**config.mk**
```make
export PLATFORM = sky130hd
export DESIGN_NAME = mme_ram
export DESIGN_NICKNAME = d
export VERILOG_FILES = /design/src/rtl/mme_ram.sv
export SDC_FILE = /design/constraint.sdc
export NUM_CORES = 2
export LEC_CHECK = 0
export ABC_AREA = 1
export BUFFER_PORTS_ARGS = -buffer_cell sky130_fd_sc_hd__buf_2
export CORE_UTILIZATION = 45
export DETAILED_ROUTE_END_ITERATION = 7
export SETUP_SLACK_MARGIN = 0.05
export SKIP_LAST_GASP = 1
export SLEW_MARGIN = 20
export SYNTH_ARGS = -nofsm -noshare
export SYNTH_HDL_FRONTEND = slang
export SYNTH_SLANG_ARGS = --single-unit
export TNS_END_PERCENT = 30
```
**constraint.sdc**
```tcl
create_clock -name clk -period 5.8 [get_ports clk]
set_input_delay 1.16 -clock clk [delete_from_list [all_inputs] [get_ports clk]]
set_output_delay 1.16 -clock clk [all_outputs]
set_load 0.01 [all_outputs]
```
**src/rtl/mme_ram.sv**
```systemverilog
`timescale 1ns / 1ps

module mme_ram #(
  parameter int WIDTH = 32,
  parameter int DEPTH = 64
) (
  input  logic                     clk,
  input  logic                     we,
  input  logic [$clog2(DEPTH)-1:0] waddr,
  input  logic [WIDTH-1:0]         wdata,
  input  logic [$clog2(DEPTH)-1:0] raddr,
  output logic [WIDTH-1:0]         rdata
);

  logic [WIDTH-1:0] mem [DEPTH];

  always_ff @(posedge clk) begin
    if (we) begin
      mem[waddr] <= wdata;
    end
    rdata <= mem[raddr];
  end

endmodule

```
==> metrics.txt <==
cts hold-fix bufs=0; first-pass GRT wire length=347 mm; met3 usage=0.0368; initial core utilization=0.452; TritonCTS clock tree=built; Net Count, Synth=6,815; met1 Usage GRT=0.352; GRT Overall Usage=0.254; Worst R2R Setup Slack=4.01 ns; FP Rows=157; Yosys top cell area share=0.743; Switch Pwr=7220 uW; antenna violations before repair=12; Clock Skew=0.0297 ns; most frequent cell after synthesis=nand2_1; WP data required=6.52 ns; Die ar.=186,000 sq um; sequential share of the synthesized area=0.751; leakage=0.0324 uW; crit path capture=rdata[18]; # DRC=0; CP delay by family, top=simple AND/OR/NAND/NOR gates; Hold Crit Class=flop to flop; Mapped Area=82,700 sq um; Crit path largest cell delay=0.50 ns; Detailed Place HPWL=126 mm; Startpoint Class=primary input; Nets=6,830; RSZ-0062 raised after global routing=no; drt total wl=238 mm; vias in the first global route=50,660; cts bufs inserted=204; DRT Pass-1 Iters=8; Core Footprint=183,000 sq um; detailed-route vias per instance=5.68; largest area contributor in the netlist=edfxtp_1; slew at the pin closest to its max-slew limit=1.20 ns; most crowded layer after global routing=met2; slew margin rel.=0.202; Yosys warnings=0; GR Util met2=0.409; Seq pwr share=0.533; Die X=431 um; layout cells sized above 1=0.0847; critical path's slowest cell=buf_12; Sink Count=2,080; Clock Latency Late Sink=0.84 ns; Pint=24,100 uW; Setup TNS=0 ns; main flop type after synthesis=edfxtp_1; Comb pwr share=0.063; Slew Viols, Final=0; top cells by area, synth=edfxtp_1, nand3_1, nand2_1; post-DR wirelength/cell=25.3 um; max-capacitance violation count=0; Iter 0 DRT Violations=6,316; CP arrival=4.20 ns; antenna-violating nets left=0; H-tree depth=4; Post-synth EDFFs=2,048; Remaining Overflow, GRT=0; Final Setup Violations=0; Hold Vio Cnt, Final=0; FF-to-FF End=rdata[23]; pwr/cell area=337 nW/um^2; Buf/Inv on CP=3; final core occ=0.508; synthesized area per cell=12.2 sq um; switching portion of total power=0.231; PortBufs=77; Post-CTS Setup Inserts=0; Peak VDD IR=325 uV; Yosys cell types=16; fin crit share=0.600; Worst R2R Start=mem[0][23]; I/O pin count=78; Period minus WS final=3.48 ns; GP Congestion=0.838; clock-pin slew on the worst setup and hold paths=0.06 ns; Die H=431 um; top post-synthesis cells by count=nand2_1, edfxtp_1, nand3_1; via count=53,571; Worst setup startpoint=raddr[0]; critical setup path kind=primary input to flop; largest net degree at the start of global routing=219; Reg2Reg Depth=8; worst-path maximum fanout=218; Clock Tree Buf Depth=3; Post-CTS Resized=0; Critical Path Stages=11; CTS root buffer=clkbuf_16; Gate Count Post-Synth=6,769; number of synthesized register bits=2,080; critical path cell sequence=buf_8 -> inv_16 -> buf_12 -> nand2_1 -> nand3_1 -> nand3_1 -> nand2_1 -> nand2_1 -> nand3_1 -> nand3_1 -> nand2_1; maximum clock rate=0.288 GHz; Area Overhead vs Synth=12.3%; status=completed; CP Capture Type=flop; async set or reset register ratio after synthesis=0; Clock Power Share=0.403
registers in the layout (all words and copies together) (netlist names):
register	cells
mem	2048
rdata	32
worst min path at each step:
stage / from / endpoint / slack (ns) / depth (start not counted)
6_report: mem[58][2] / rdata[2] / 0.81 / 8
5_1_grt: wdata[16] / mem[38][16] / 0.87 / 1
4_1_cts: mem[58][2] / rdata[2] / 0.81 / 8
3_5_place_dp: mem[58][2] / rdata[2] / 0.80 / 8
3_3_place_gp: mem[28][14] / rdata[14] / 0.80 / 8
2_1_floorplan: mem[14][0] / rdata[0] / 0.72 / 8
power by group through the flow:
stage               registers [uW]  clock network (uW)  logic [uW]
detailed placement           17000                   0        1970
global placement             17000                   0        1950
floorplan                    17000                   0        1020
global route                 16700               13400        2120
finish                       16700               12600        1980
CTS                          16700               12800        1980
layout make-up:
cell class              instances  area [sq um]
fillers                     15514         90000
repair buffers                258          2480
diodes                         10          25.0
inverters                      12          81.3
flip-flops and latches       2080         62100
multi-input cells            4228         18800
clock inverters               102           900
clock buffers                 270          5440
well taps                    2464          3080
tightest hold or removal path, cell delays in order, from the launching register on:
cell,delay [ns]
edfxtp_1,0.32
nand2_1,0.05
nand3_1,0.05
nand3_1,0.06
nand3_1,0.08
nand3_1,0.07
nand2_1,0.07
nand2_1,0.05
nand2_1,0.05
kinds of logic after synthesis:
| logic type | Yosys count | share of synthesized area |
|---|---|---|
| buffers and inverters | 461 | 0.0278 |
| flip-flops | 2080 | 0.751 |
| AND/OR/NAND/NOR | 4228 | 0.221 |
metal layers:
layer	wire length, um	up-vias
li1	-	24168
met1	97400	26770
met2	114000	2301
met3	18000	330
met4	8820	2
met5	13	-
cells in the final DEF, fill, tap and decap left out, drive strengths merged:
cell type	synthesis	routed
nand2	2248	2248
edfxtp	2048	2048
nand3	1907	1907
clkbuf	77	270
buf	372	258
clkinv	0	83
nor2	56	56
dfxtp	32	32
inv	12	19
diode	0	10
nand4	9	9
bufinv	0	9
nor4	8	8
clkinvlp	0	3
stage by stage:
step	setup WS, ns	total power (uW)	hold WS (ns)	std cells	instance area [sq um]
6_report	2.32	31300	0.815	9424	92900
5_1_grt	2.42	32200	0.867	9419	92900
4_1_cts	2.41	31500	0.814	9408	92700
3_5_place_dp	1.55	19000	0.798	9036	86400
3_3_place_gp	1.32	19000	0.797	9026	86200
2_1_floorplan	0.510	18000	0.721	6769	82700
Power figures use the tool's default switching activity.
