$ cat src/rtl/mme_pkg.sv
`timescale 1ns / 1ps

package mme_pkg;

  localparam int MAX_DIM     = 8;
  localparam int FRAC_BITS   = 16;
  localparam int DIM_CAP     = (MAX_DIM < 8) ? MAX_DIM : 8;
  localparam int STORE_DEPTH = MAX_DIM * MAX_DIM;
  localparam int ADDR_W      = $clog2(STORE_DEPTH);
  localparam int VAL_W       = 32;
  localparam int PROD_W      = 2 * VAL_W;
  localparam int ACC_W       = PROD_W + $clog2(MAX_DIM);
  localparam int IDX_W       = 3;
  localparam int CFG_W       = 4;
  localparam int CFG_IDX_W   = 2;
  localparam int OP_W        = 2;

  localparam logic [OP_W-1:0] OP_WRITE_A = 2'd0;
  localparam logic [OP_W-1:0] OP_WRITE_B = 2'd1;
  localparam logic [OP_W-1:0] OP_COMPUTE = 2'd2;

  localparam logic [CFG_IDX_W-1:0] REG_A_ROWS     = 2'd0;
  localparam logic [CFG_IDX_W-1:0] REG_INNER_SIZE = 2'd1;
  localparam logic [CFG_IDX_W-1:0] REG_B_COLS     = 2'd2;

  localparam logic [CFG_W-1:0] CFG_RESET = 4'd8;

  typedef struct packed {
    logic [OP_W-1:0]         operation;
    logic [IDX_W-1:0]        row_index;
    logic [IDX_W-1:0]        col_index;
    logic signed [VAL_W-1:0] element_value;
  } in_item_t;

  typedef struct packed {
    logic signed [VAL_W-1:0] product_value;
    logic [IDX_W-1:0]        out_row;
    logic [IDX_W-1:0]        out_col;
    logic                    last_element;
    logic                    saturated;
    logic                    index_error;
  } out_item_t;

  typedef struct packed {
    logic clear;
    logic valid;
  } mac_ctl_t;

  typedef struct packed {
    logic busy;
    logic sat;
  } mac_sts_t;

  function automatic logic [CFG_W-1:0] eff_dim(input logic [CFG_W-1:0] v);
    logic [CFG_W-1:0] r;
    r = v;
    if (v == '0) begin
      r = CFG_W'(1);
    end else if (v > CFG_W'(DIM_CAP)) begin
      r = CFG_W'(DIM_CAP);
    end
    return r;
  endfunction

  function automatic logic [ADDR_W-1:0] store_addr(input logic [IDX_W-1:0] row,
                                                   input logic [IDX_W-1:0] col);
    return ADDR_W'(ADDR_W'(row) * ADDR_W'(MAX_DIM) + ADDR_W'(col));
  endfunction

endpackage

$ cat src/rtl/mme_mac.sv
`timescale 1ns / 1ps

module mme_mac import mme_pkg::*; (
  input  logic                     clk,
  input  logic                     rst_n,
  input  mac_ctl_t                 ctl,
  input  logic signed [VAL_W-1:0]  a_val,
  input  logic signed [VAL_W-1:0]  b_val,
  output mac_sts_t                 sts,
  output logic signed [VAL_W-1:0]  result
);

  localparam int UP_W = ACC_W - VAL_W + 1;

  logic signed [PROD_W-1:0] prod_r;
  logic                     prod_v_r;
  logic signed [ACC_W-1:0]  acc_r;
  logic signed [ACC_W-1:0]  acc_sh;
  logic [UP_W-1:0]          upper;
  logic                     sat_pos;
  logic                     sat_neg;

  // multiply stage, then accumulate at full width
  always_ff @(posedge clk) begin
    if (!rst_n) begin
      prod_v_r <= 1'b0;
    end else begin
      prod_v_r <= ctl.valid;
    end
    prod_r <= a_val * b_val;
    if (ctl.clear) begin
      acc_r <= '0;
    end else if (prod_v_r) begin
      acc_r <= acc_r + {{(ACC_W-PROD_W){prod_r[PROD_W-1]}}, prod_r};
    end
  end

  always_comb begin
    acc_sh  = acc_r >>> FRAC_BITS;
    upper   = acc_sh[ACC_W-1:VAL_W-1];
    sat_pos = !acc_sh[ACC_W-1] && (|upper);
    sat_neg = acc_sh[ACC_W-1] && !(&upper);
    if (sat_pos) begin
      result = {1'b0, {(VAL_W-1){1'b1}}};
    end else if (sat_neg) begin
      result = {1'b1, {(VAL_W-1){1'b0}}};
    end else begin
      result = acc_sh[VAL_W-1:0];
    end
    sts.busy = prod_v_r;
    sts.sat  = sat_pos || sat_neg;
  end

endmodule

$ cat config.mk
export PLATFORM = sky130hd
export DESIGN_NAME = mme_mac
export DESIGN_NICKNAME = d
export VERILOG_FILES = /design/src/rtl/mme_pkg.sv /design/src/rtl/mme_mac.sv
export SDC_FILE = /design/constraint.sdc
export NUM_CORES = 2
export LEC_CHECK = 0
export CAP_MARGIN = 20
export CORE_ASPECT_RATIO = 0.9
export CORE_UTILIZATION = 50
export DETAILED_ROUTE_END_ITERATION = 7
export DONT_BUFFER_PORTS = 1
export GPL_ROUTABILITY_DRIVEN = 0
export PLACE_DENSITY = 0.8
export SLEW_MARGIN = 5
export SYNTH_ARGS = -nofsm -noshare
export SYNTH_HDL_FRONTEND = slang
export SYNTH_SLANG_ARGS = --single-unit
$ cat constraint.sdc
create_clock -name clk -period 7.8 [get_ports clk]
set_input_delay 0.78 -clock clk [delete_from_list [all_inputs] [get_ports clk]]
set_output_delay 0.78 -clock clk [all_outputs]
set_load 0.005 [all_outputs]
==> metrics.cfg <==
[synthesis]
async_reset_ff_share_pct = 0
ys_seq_area_share_pct = 6.04
syn_inst = 4781
synth.distinct_cells = 81
syn_area_per_cell_um2 = 9.15
ys_ff_latch = 132
syn_nets = 6182
ys.flop_type = dfxtp_1
synth_enable_flop_cells = 0
synth_area_um2 = 43700
ys_warn_count = 0

[sta]
worst_pin_slew_ns = 0.838
setup_ws_ns = 0.386
relSlewSlack_pct = 43.9
drv_slew = 0
clock_skew_ns = 0.0158
hold_viol = 0
layout_min_cycle_time_ns = 7.41
rsz0062_at_grt = false
setup_viol = 0
fin_crit_sh_pct = 95.0
whs_ns = 0.424
fmax_mhz = 135

[min_path]
hold_class = in2reg

[placement]
dp_cells = 5737
dp_hpwl_mm = 89.6
io_buffers = 0
place_ws_ns = -0.0190

[floorplan]
core-area_um2 = 86300
start_util_pct = 50.7
fp.dieH_um = 283
dieArea_um2 = 88600
placementRows = 102
io-pin-count = 102
fp.dieW_um = 314

[clock_tree]
clk_latency_ns = 0.45
post_cts_resized = 0
postCtsHoldBufs = 0
cts-buffers-inserted = 17
cts_setup_buffers = 0
ctsHtreeMaxLevel = 4
cts_root_buffer = clkbuf_16
path_clk_slew_ns = 0.06
cts_tree = done
numClockSinks = 132
ctsLongestPathBuffers = 2

[route]
wl_mm = 110
drt_first_pass_iters = 5
vias = 32198
drc = 0
ant_nets = 0
wire_per_inst_um = 19.2
dr.first_iter.drc_count = 2335
avgViaCountPerCell = 5.58

[critical_path]
path_buf_inv = 4
worstSetupPathType = in2reg
critPathSlowestCell = fa_1
path_delay_family = adder cells
critPathLaunchType = input pin
crit_chain = and2_1, fa_1, fa_1, fa_1, inv_1, fa_1, inv_1, fa_1, inv_1, fa_1, inv_1, fa_1, fa_1, ha_1, and4_1, a221o_1, a211oi_1, o21bai_1, a41o_1, a31oi_1, nor4b_1, a21oi_1, o311ai_0
crit_path_frequent_cell = fa_1
critical_path.endpoint_type = flip-flop
arrival_ns = 7.68
slowest_delay_ns = 0.56
required_ns = 8.06
crit_fanout = 32

[final_layout]
areaGrowthSynthToFinish_pct = 3.87
drive_gt1_share_pct = 2.94
final_cells = 5769
fin_util_pct = 52.6
n_antenna_cell = 0
nets = 6013

[status]
status = finished, final reports clean

[global_route]
grt_usage_pct = 26.3
grt_max_degree = 69
grt.overflow.total = 0
grt_pass1_vias = 35831
grt_pass1_wl_mm = 185
antenna_found_initial = 1

[job]
cap_violations = 0

[per-stage QoR]
| stage | area (µm²) | TNS [ns] |
|---|---|---|
| 2_1_floorplan | 43800 | -0.0910 |
| 3_3_place_gp | 44700 | 0 |
| 3_5_place_dp | 44800 | -0.0190 |
| 4_1_cts | 45400 | 0 |
| 5_1_grt | 45400 | 0 |
| 6_report | 45400 | 0 |
[Yosys cell counts, drive strengths merged (5+ instances only)]
library cell	count	share of area, %
o21bai	22	0.38
mux2i	37	0.85
a31oi	13	0.19
or2	6	0.086
a21oi	148	1.7
dfxtp	132	6.0
nor3	16	0.18
nand3	30	0.34
or3	11	0.16
buf	11	0.12
o2111ai	6	0.12
xnor2	75	1.5
a31o	5	0.10
o21a	14	0.24
xor2	45	0.90
o21ai	72	0.83
nor4	8	0.11
ha	250	7.2
a211oi	20	0.35
a21o	69	1.2
and4	7	0.14
inv	1002	8.6
o211ai	9	0.15
nand4	29	0.41
a311oi	6	0.12
nand2	577	5.0
a2111oi	6	0.23
clkbuf	234	2.0
nor2	205	1.8
and3	11	0.16
o31ai	8	0.15
nand2b	15	0.21
nor2b	10	0.14
a221oi	5	0.11
fa	1083	50
and2	526	7.5
[path summary, 6_finish.rpt]
kind              startpoint    endpoint  slack, ns  cells after the start
setup / recovery   a_val[13]  prod_r[39]       0.39                     23
hold / removal        ctl[1]   acc_r[36]       0.42                      1
setup reg to reg    acc_r[0]   acc_r[66]       4.26                     13
hold reg to reg    acc_r[10]   acc_r[10]       0.50                      2
[kinds of logic after synthesis]
group | after synthesis | synth area share (%)
AOI/OAI and AO/OA | 447 | 6.78
adders and majority gates | 1333 | 56.7
xor gates and xnor gates | 120 | 2.40
buffers and inverters | 1248 | 10.7
and+or+nand+nor | 1463 | 16.4
muxes | 38 | 0.873
DFF | 132 | 6.04
[registers in the layout (all words and copies together), names as in the netlist]
| signal | cells |
|---|---|
| prod_r | 64 |
| acc_r | 67 |
| prod_v_r | 1 |
[layer usage]
metal / share of wire [%] / up-vias / GRT usage [%]
met2: 50 / 1465 / 46.6
met3: 7.7 / 366 / 4.20
li1: - / 13933 / -
met4: 4.7 / 2 / 11.1
met1: 38 / 16432 / 31.8
met5: 0.017 / - / 0
[cell usage in the layout, fill, tap and decap left out, types with 75 or more instances in the layout]
cell / n
a21oi_1: 145
and2_1: 525
dfxtp_1: 131
fa_1: 1079
ha_1: 248
inv_1: 998
nand2_1: 574
nor2_1: 204
xnor2_1: 75
[area by class of cell]
cell class | instances | area [µm²]
Multi-Input combinational cell | 3401 | 36500
Clock inverter | 12 | 199
Fill cell | 7572 | 40900
Clock buffer | 20 | 467
Timing Repair Buffer | 57 | 448
Inverter | 1003 | 3770
Tap cell | 1144 | 1430
Sequential cell | 132 | 2650
Power is left out: the tool's default activity adds up to more than one toggle a clock period on the data nets, which glitch-free logic cannot reach.
